===== src/rtl/core/hlmdu_pkg.sv =====
// ----------------------------------------------------------------------------
// hlmdu_pkg
// Shared types and constants for the hi/lo multiply/divide unit.
// ----------------------------------------------------------------------------
package hlmdu_pkg;

   // operand width and iteration count of the shared step unit
   localparam int unsigned WORD_W     = 32;
   localparam int unsigned STEP_COUNT = 32;
   localparam int unsigned COUNT_W    = 5;

   // command codes; codes 6 and 7 leave the pipe registers alone
   typedef enum logic [2:0] {
      CMD_MULT  = 3'd0,
      CMD_MULTU = 3'd1,
      CMD_DIV   = 3'd2,
      CMD_DIVU  = 3'd3,
      CMD_MADD  = 3'd4,
      CMD_MADDU = 3'd5
   } cmd_type;

   // sequencer states
   typedef enum logic [2:0] {
      ST_IDLE,
      ST_RUN,
      ST_FIX,
      ST_ACC,
      ST_FIN
   } state_type;

   // step unit operation
   typedef enum logic {
      MODE_MUL,
      MODE_DIV
   } step_mode_type;

   // input item
   typedef struct packed {
      logic [2:0]  command;
      logic        pipe_select;
      logic [31:0] rs_value;
      logic [31:0] rt_value;
      logic [4:0]  dest_reg;
   } req_item_type;

   // result item
   typedef struct packed {
      logic signed [31:0] lo_out;
      logic signed [31:0] hi_out;
      logic               dest_write;
      logic [4:0]         dest_index;
   } rsp_item_type;

endpackage


===== src/rtl/core/hi_lo_multiply_divide_unit.sv =====
// ----------------------------------------------------------------------------
// hi_lo_multiply_divide_unit
// Multiply, multiply-add and divide into two HI/LO register pipes.
// ----------------------------------------------------------------------------
//  channel  direction  handshake            payload
//  req      in         req_valid/req_stall  req_item (command, pipe, rs, rt, dest)
//  rsp      out        rsp_valid/rsp_stall  rsp_item (lo, hi, dest write, dest index)
//
//  an item runs through the shared add/subtract step unit, one product or
//  quotient bit a cycle, then a sign fix step for multiply forms, a hi:lo
//  add step for multiply-adds, then a finish step that registers the result;
//  unused command codes go straight to the finish step. no new item is taken
//  until the sequencer is back in idle after the finish step.
//  reset clears both HI/LO pipes and the sequencer.
//  a result waiting on rsp_stall holds the next item in its finish cycle.
// ----------------------------------------------------------------------------
module hi_lo_multiply_divide_unit (
   input  logic                    clock,
   input  logic                    reset,
   input  logic                    req_valid,
   output logic                    req_stall,
   input  hlmdu_pkg::req_item_type req_item,
   output logic                    rsp_valid,
   input  logic                    rsp_stall,
   output hlmdu_pkg::rsp_item_type rsp_item
);
   import hlmdu_pkg::*;

   localparam logic [COUNT_W-1:0] LAST_STEP = COUNT_W'(STEP_COUNT - 1);

   // control registers
   state_type            state_ff, state_in;
   logic [COUNT_W-1:0]   count_ff, count_in;
   logic                 rsp_valid_ff, rsp_valid_in;
   logic [31:0]          lo_ff [0:1];
   logic [31:0]          lo_in [0:1];
   logic [31:0]          hi_ff [0:1];
   logic [31:0]          hi_in [0:1];

   // payload registers
   cmd_type              cmd_ff, cmd_in;
   logic                 pipe_ff, pipe_in;
   logic [4:0]           dest_ff, dest_in;
   logic [31:0]          b_ff, b_in;
   logic [31:0]          part_hi_ff, part_hi_in;
   logic [31:0]          part_lo_ff, part_lo_in;
   logic                 neg_q_ff, neg_q_in;
   logic                 neg_r_ff, neg_r_in;
   rsp_item_type         rsp_item_ff, rsp_item_in;

   // datapath signals
   step_mode_type        mode;
   logic [31:0]          step_hi;
   logic [31:0]          step_lo;
   logic [63:0]          wide_a;
   logic [63:0]          wide_b;
   logic [63:0]          wide_sum;
   logic                 accept;
   logic                 is_signed;
   logic                 is_mul;
   logic                 is_div;
   logic [31:0]          rs_mag;
   logic [31:0]          rt_mag;

   assign req_stall = (state_ff != ST_IDLE);
   assign accept    = req_valid && !req_stall;
   assign rsp_valid = rsp_valid_ff;
   assign rsp_item  = rsp_item_ff;

   // shared iteration unit
   assign mode = (cmd_ff == CMD_DIV || cmd_ff == CMD_DIVU) ? MODE_DIV : MODE_MUL;

   hlmdu_step_unit u_step (
      .mode      (mode),
      .part_hi   (part_hi_ff),
      .part_lo   (part_lo_ff),
      .operand_b (b_ff),
      .next_hi   (step_hi),
      .next_lo   (step_lo)
   );

   // 64-bit adder for product negate and hi:lo accumulate
   always_comb begin
      if (state_ff == ST_FIX) begin
         wide_a = ~{part_hi_ff, part_lo_ff};
         wide_b = 64'd1;
      end else begin
         wide_a = {part_hi_ff, part_lo_ff};
         wide_b = {hi_ff[pipe_ff], lo_ff[pipe_ff]};
      end
      wide_sum = wide_a + wide_b;
   end

   // operand decode at accept
   always_comb begin
      is_mul = 1'b0;
      is_div = 1'b0;
      is_signed = 1'b0;
      unique case (req_item.command)
         CMD_MULT, CMD_MADD: begin
            is_mul    = 1'b1;
            is_signed = 1'b1;
         end
         CMD_MULTU, CMD_MADDU: begin
            is_mul = 1'b1;
         end
         CMD_DIV: begin
            is_div    = 1'b1;
            is_signed = 1'b1;
         end
         CMD_DIVU: begin
            is_div = 1'b1;
         end
         default: begin
            is_mul = 1'b0;
         end
      endcase
      rs_mag = (is_signed && req_item.rs_value[31]) ? (32'd0 - req_item.rs_value)
                                                    : req_item.rs_value;
      rt_mag = (is_signed && req_item.rt_value[31]) ? (32'd0 - req_item.rt_value)
                                                    : req_item.rt_value;
   end

   // sequencer next state and datapath updates
   always_comb begin
      state_in     = state_ff;
      count_in     = count_ff;
      rsp_valid_in = rsp_valid_ff;
      lo_in        = lo_ff;
      hi_in        = hi_ff;
      cmd_in       = cmd_ff;
      pipe_in      = pipe_ff;
      dest_in      = dest_ff;
      b_in         = b_ff;
      part_hi_in   = part_hi_ff;
      part_lo_in   = part_lo_ff;
      neg_q_in     = neg_q_ff;
      neg_r_in     = neg_r_ff;
      rsp_item_in  = rsp_item_ff;

      // result taken
      if (rsp_valid_ff && !rsp_stall) begin
         rsp_valid_in = 1'b0;
      end

      unique case (state_ff)
         ST_IDLE: begin
            if (accept) begin
               cmd_in     = cmd_type'(req_item.command);
               pipe_in    = req_item.pipe_select;
               dest_in    = req_item.dest_reg;
               b_in       = rt_mag;
               part_hi_in = 32'd0;
               part_lo_in = rs_mag;
               neg_q_in   = is_signed && (req_item.rs_value[31] ^ req_item.rt_value[31]);
               neg_r_in   = is_signed && req_item.rs_value[31];
               count_in   = '0;
               state_in   = (is_mul || is_div) ? ST_RUN : ST_FIN;
            end
         end
         ST_RUN: begin
            part_hi_in = step_hi;
            part_lo_in = step_lo;
            count_in   = count_ff + COUNT_W'(1);
            if (count_ff == LAST_STEP) begin
               state_in = (mode == MODE_DIV) ? ST_FIN : ST_FIX;
            end
         end
         ST_FIX: begin
            if (neg_q_ff) begin
               part_hi_in = wide_sum[63:32];
               part_lo_in = wide_sum[31:0];
            end
            state_in = (cmd_ff == CMD_MADD || cmd_ff == CMD_MADDU) ? ST_ACC : ST_FIN;
         end
         ST_ACC: begin
            part_hi_in = wide_sum[63:32];
            part_lo_in = wide_sum[31:0];
            state_in   = ST_FIN;
         end
         ST_FIN: begin
            if (!(rsp_valid_ff && rsp_stall)) begin
               rsp_item_in.dest_index = dest_ff;
               rsp_item_in.dest_write = 1'b0;
               unique case (cmd_ff)
                  CMD_MULT, CMD_MULTU, CMD_MADD, CMD_MADDU: begin
                     lo_in[pipe_ff] = part_lo_ff;
                     hi_in[pipe_ff] = part_hi_ff;
                     rsp_item_in.dest_write = (dest_ff != 5'd0);
                  end
                  CMD_DIV, CMD_DIVU: begin
                     lo_in[pipe_ff] = neg_q_ff ? (32'd0 - part_lo_ff) : part_lo_ff;
                     hi_in[pipe_ff] = neg_r_ff ? (32'd0 - part_hi_ff) : part_hi_ff;
                  end
                  default: begin
                     lo_in[pipe_ff] = lo_ff[pipe_ff];
                  end
               endcase
               rsp_item_in.lo_out = lo_in[pipe_ff];
               rsp_item_in.hi_out = hi_in[pipe_ff];
               rsp_valid_in       = 1'b1;
               state_in           = ST_IDLE;
            end
         end
         default: begin
            state_in = ST_IDLE;
         end
      endcase
   end

   // control state
   always_ff @(posedge clock) begin
      if (reset) begin
         state_ff     <= ST_IDLE;
         count_ff     <= '0;
         rsp_valid_ff <= 1'b0;
         cmd_ff       <= CMD_MULT;
         lo_ff[0]     <= 32'd0;
         lo_ff[1]     <= 32'd0;
         hi_ff[0]     <= 32'd0;
         hi_ff[1]     <= 32'd0;
      end else begin
         state_ff     <= state_in;
         count_ff     <= count_in;
         rsp_valid_ff <= rsp_valid_in;
         cmd_ff       <= cmd_in;
         lo_ff        <= lo_in;
         hi_ff        <= hi_in;
      end
   end

   // payload
   always_ff @(posedge clock) begin
      pipe_ff     <= pipe_in;
      dest_ff     <= dest_in;
      b_ff        <= b_in;
      part_hi_ff  <= part_hi_in;
      part_lo_ff  <= part_lo_in;
      neg_q_ff    <= neg_q_in;
      neg_r_ff    <= neg_r_in;
      rsp_item_ff <= rsp_item_in;
   end

endmodule


===== src/rtl/core/hlmdu_step_unit.sv =====
// ----------------------------------------------------------------------------
// hlmdu_step_unit
// One iteration of shift-add multiply or restoring divide on a shared adder.
// ----------------------------------------------------------------------------
module hlmdu_step_unit (
   input  hlmdu_pkg::step_mode_type mode,
   input  logic [31:0]              part_hi,
   input  logic [31:0]              part_lo,
   input  logic [31:0]              operand_b,
   output logic [31:0]              next_hi,
   output logic [31:0]              next_lo
);
   import hlmdu_pkg::*;

   logic [33:0] add_a;
   logic [33:0] add_b;
   logic [33:0] add_sum;
   logic        do_sub;

   // operand select for the shared adder
   always_comb begin
      unique case (mode)
         MODE_MUL: begin
            add_a  = {2'b00, part_hi};
            add_b  = part_lo[0] ? {2'b00, operand_b} : 34'd0;
            do_sub = 1'b0;
         end
         MODE_DIV: begin
            add_a  = {1'b0, part_hi, part_lo[31]};
            add_b  = {2'b00, operand_b};
            do_sub = 1'b1;
         end
      endcase
      add_sum = add_a + (do_sub ? ~add_b : add_b) + {33'd0, do_sub};
   end

   // next partial values
   always_comb begin
      unique case (mode)
         MODE_MUL: begin
            next_hi = add_sum[32:1];
            next_lo = {add_sum[0], part_lo[31:1]};
         end
         MODE_DIV: begin
            if (add_sum[33]) begin
               next_hi = {part_hi[30:0], part_lo[31]};
               next_lo = {part_lo[30:0], 1'b0};
            end else begin
               next_hi = add_sum[31:0];
               next_lo = {part_lo[30:0], 1'b1};
            end
         end
      endcase
   end

endmodule

===== config.mk =====
export PLATFORM = sky130hd
export DESIGN_NAME = hi_lo_multiply_divide_unit
export DESIGN_NICKNAME = d
export VERILOG_FILES = /design/src/rtl/core/hlmdu_pkg.sv /design/src/rtl/core/hi_lo_multiply_divide_unit.sv /design/src/rtl/core/hlmdu_step_unit.sv
export SDC_FILE = /design/constraint.sdc
export NUM_CORES = 1
export LEC_CHECK = 0
export ABC_AREA = 0
export CAP_MARGIN = 15
export CORE_MARGIN = 5
export CORE_UTILIZATION = 59
export CTS_CLUSTER_SIZE = 40
export DETAILED_ROUTE_END_ITERATION = 16
export DONT_BUFFER_PORTS = 1
export MAX_ROUTING_LAYER = met4
export PLACE_DENSITY = 0.76
export REMOVE_ABC_BUFFERS = 1
export SYNTH_ARGS = -nofsm -noshare
export SYNTH_HDL_FRONTEND = slang
export SYNTH_SLANG_ARGS = --single-unit

===== constraint.sdc =====
create_clock -name clock -period 4.2 [get_ports clock]
set_input_delay 0.84 -clock clock [delete_from_list [all_inputs] [get_ports clock]]
set_output_delay 0.84 -clock clock [all_outputs]
set_load 0.02 [all_outputs]

==> impl_metrics.csv <==
group,metric,value,unit
cts,cts_root_buf,"clkbuf_16",
worst_setup_path,regToRegStartpoint,"state_ff[1]$_SDFFE_PP0P_",
yosys,ys_types,85,
grt,first_global_vias,24520,
final_layout,design_area,28110,um^2
yosys,synth-seq-cells,313,
placement,gp_congestion,0.9809,
min_path,min_from,"req_item[69]",
status,status,"finished, final reports clean",
final_layout,area_delta_synth_final,11.97,%
sta,max_freq,0.2430,GHz
detailed_routing,drc,0,
power_and_ir_drop,p_clk_share,25.8,%
worst_setup_path,path_max_fanout,6,
final_layout,drive_gt1_share,11.53,%
job,drv_cap,0,
detailed_routing,first_pass_iters,8,
sta,slew_violations,0,
cts,clockBufferDepth,3,
die,dieArea,46770,um^2
power_and_ir_drop,p_comb_share,42.4,%
worst_setup_path,crit_path_max_incr_delay,0.45,ns
power_and_ir_drop,p_seq_share,31.8,%
detailed_routing,vias_per_cell,6.817,
power_and_ir_drop,internal_power,0.007629,W
detailed_routing,drt-initial-drc-count,3393,
min_path,hp-class,"input pin to flop",
die,fp.dieH,216.3,um
power_and_ir_drop,vdd_drop_max,0.0004263,V
die,start_util,59.71,%
worst_setup_path,r2r-end,"part_hi_ff[26]$_DFFE_PP_",
placement,io_buffers,0,
final_layout,layout.nets,3341,
die,die_w,216.3,um
die,placementRows,75,
yosys,synth_ff_type,"edfxtp_1",
worst_setup_path,cpMaxStageDelayCell,"a221o_1",
final_layout,fill_cells,3558,
detailed_routing,wirelength,90680,um
worst_setup_path,end_kind,"flop",
detailed_routing,ant_nets,0,
placement,hpwl,62690,um
cts,cts_buffers,38,
cts,cts_tree,"done",
yosys,ys_seq_area_share,31.90,%
yosys,synth_edf_count,174,
sta,rsz0062_at_grt,"yes",
worst_setup_path,start_kind,"flop",
worst_setup_path,r2r_cells,18,
placement,dpl.cell_count,3638,
min_path,hold_depth,0,
die,io_pins,149,
grt,grt_max_degree,130,
min_path,min_to,"pipe_ff$_DFFE_PP_",
cts,clock_sinks,313,
sta,timing.final.crit_share,97.98,%
power_and_ir_drop,p_sw_share,41.00,%
grt,grt_pass1_wl,136600,um
sta,finalClockSkew,0.03119,ns
yosys,async_flop_share,0,%
worst_setup_path,worstSetupPathType,"flop to flop",
die,placeableCoreArea,42040,um^2
sta,period_needed,4.115,ns
power_and_ir_drop,power_density,460.0,nW/um^2
yosys,synthesis.area,25100,um^2
sta,worst_slew_pin_slew,0.9513,ns
detailed_routing,vias,25450,
sta,hold_viol,0,
worst_setup_path,worstPathArrival,4.40,ns
grt,gr-total-overflow,0,
detailed_routing,wl_per_cell,24.29,um
cts,clock_latency,0.59,ns
power_and_ir_drop,p_leak,10.92,nW
cts,htreeDepth,2,
final_layout,final_cells,3733,
worst_setup_path,ff2ff_setup_slack,0.08,ns
grt,grt.total_usage,37.47,%
yosys,yosysWarnings,0,
worst_setup_path,path_cells,"nand2b_4, nor2_4, buf_12, buf_12, xnor2_1, ha_1, fa_2, a21o_1, nand4_1, a21o_1, a31oi_1, nor3_1, buf_4, nand3_2, a221o_1, o31ai_2, xor2_1, o22ai_1",
yosys,synthCells,3178,
yosys,avgSynthCellArea,7.899,um^2
grt,antenna_found_initial,3,
power_and_ir_drop,power.switching,0.005302,W
sta,finalSetupViolations,0,
cts,clkTransAtPathRegs,0.06,ns
sta,slew_headroom,36.51,%
placement,placed_cell_area,26390,um^2
worst_setup_path,worstPathRequired,4.49,ns
worst_setup_path,worst-path-buf-inv,3,
worst_setup_path,cp_top_family,"compound AO/OA/AOI/OAI gates",
## layout by cell type, fill, tap and decap left out, drive strengths merged, types with 10 or more instances in the layout
| cell type | netlist | routed |
|---|---|---|
| nand2 | 448 | 448 |
| nor2 | 289 | 289 |
| o21ai | 285 | 285 |
| a21oi | 272 | 272 |
| buf | 44 | 203 |
| edfxtp | 174 | 174 |
| dfxtp | 139 | 139 |
| xor2 | 126 | 126 |
| xnor2 | 119 | 119 |
| o22ai | 103 | 103 |
| mux2i | 102 | 102 |
| ha | 100 | 100 |
| a211oi | 85 | 85 |
| inv | 65 | 69 |
| a21o | 55 | 55 |
| clkbuf | 219 | 53 |
| nand3 | 50 | 50 |
| a22oi | 38 | 38 |
| nor3 | 36 | 36 |
| o31ai | 29 | 29 |
| nand4 | 28 | 28 |
| a31oi | 24 | 24 |
| o21bai | 23 | 23 |
| or4 | 21 | 21 |
| nor2b | 20 | 20 |
| nand2b | 19 | 19 |
| o211ai | 18 | 18 |
| and3 | 17 | 17 |
| o21a | 14 | 14 |
| mux2 | 14 | 14 |
| o41ai | 14 | 14 |
| clkinv | 0 | 13 |
| or3 | 12 | 12 |
| o221a | 12 | 12 |
| o221ai | 11 | 11 |
| nor4 | 11 | 11 |
| a221oi | 10 | 10 |
## through the flow
step | hold slack [ns] | utilization [%] | setup slack [ns] | setup TNS, ns | total power [W]
after CTS | 0.3359 | 65.76 | 0.003009 | 0 | 0.01267
after floorplan | 0.4272 | - | -8.716 | -1125.30 | 0.007557
after global routing | 0.3321 | 66.86 | -0.02243 | -0.06158 | 0.01352
after global placement | 0.4336 | 62.77 | 0.03977 | 0 | 0.009257
after detailed placement | 0.4448 | 62.77 | -0.06246 | -0.1295 | 0.009347
final | 0.3547 | 66.86 | 0.08492 | 0 | 0.01293
## routing by layer
metal  share of wire (%)  track usage, %
met5                   0               -
met4                 6.2           19.61
met3                  11           7.675
met1                  38           45.63
met2                  46           59.11
## layout make-up
type | count | area (um^2) | share of cell area [%]
sequential | 313 | 8013 | 28.51
tap | 539 | 674.4 | 2.399
clock buffer | 49 | 1074 | 3.819
timing repair buffer | 207 | 1831 | 6.512
antenna | 2 | 5.005 | 0.01780
clock inverter | 21 | 160.2 | 0.5698
multi-input combinational | 2537 | 16100 | 57.29
inverter | 65 | 249.0 | 0.8858
## worst max-delay path by stage
stage | startpoint | endpoint | slack [ns] | cells after the start
final | state_ff[1]$_SDFFE_PP0P_ | part_hi_ff[26]$_DFFE_PP_ | 0.08 | 18
after global routing | state_ff[2]$_SDFFE_PP0P_ | part_hi_ff[26]$_DFFE_PP_ | -0.02 | 18
after CTS | state_ff[2]$_SDFFE_PP0P_ | part_hi_ff[31]$_DFFE_PP_ | 0.003 | 18
after detailed placement | cmd_ff[1]$_SDFFE_PP0P_ | part_hi_ff[5]$_DFFE_PP_ | -0.06 | 17
after global placement | cmd_ff[1]$_SDFFE_PP0P_ | part_hi_ff[29]$_DFFE_PP_ | 0.04 | 17
after floorplan | cmd_ff[1]$_SDFFE_PP0P_ | part_hi_ff[24]$_DFFE_PP_ | -8.72 | 15
## cell usage after synthesis, types with 27 or more instances
cell      number  area [um^2]
a211oi_1      85        638.1
a21o_1        55        412.9
a21oi_1      272         1361
a22oi_1       38        285.3
buf_1         34        127.6
clkbuf_1     218        818.3
dfxtp_1      139         2783
edfxtp_1     174         5225
ha_1         100         1251
inv_1         63        236.5
mux2i_1      102         1021
nand2_1      448         1682
nand3_1       50        250.2
nand4_1       27        168.9
nor2_1       288         1081
nor3_1        34        170.2
o21ai_0      281         1406
o22ai_1      102        638.1
o31ai_1       29        217.7
xnor2_1      119         1042
xor2_1       126         1104
## what timing repair did
action / CTS / global route
endpoints found under the setup margin: 8 / 25
gates resized for setup: 1 / 47
buffers inserted: 2 / 17
gates cloned: 0 / 4
endpoints found under the hold margin: 0 / 0
pin swaps: 1 / 27
hold buffers: 0 / 0
## cell families (layout without fill, tap and decap cells)
logic type                 Yosys count  count (layout)  synth area share [%]
DFF                                313             313                 31.90
AOI/OAI and AO/OA                 1087            1087                 27.33
muxes                              116             116                 4.695
buffers and inverters              328             342                 4.994
xor gates and xnor gates           245             245                 8.548
other                                0               2                     0
and+or+nand+nor                    987             987                 17.39
adders and majority gates          102             102                 5.144
## power by group through the flow
stage | Combinational, W | Sequential (W) | Clock (W)
final | 0.00548 | 0.00411 | 0.00333
after global routing | 0.00589 | 0.00414 | 0.00350
after CTS | 0.00523 | 0.00409 | 0.00334
after detailed placement | 0.00519 | 0.00415 | 0
after global placement | 0.00511 | 0.00415 | 0
after floorplan | 0.00337 | 0.00418 | 0
## state kept, by name, indices dropped and copies added, names as in the netlist, 3 cells and up
name        flops
part_hi_ff     32
state_ff        3
rsp_item       70
b_ff           32
hi_ff          64
part_lo_ff     32
dest_ff         5
count_ff        5
lo_ff          64
No activity file was read; power rests on OpenSTA's default activity.
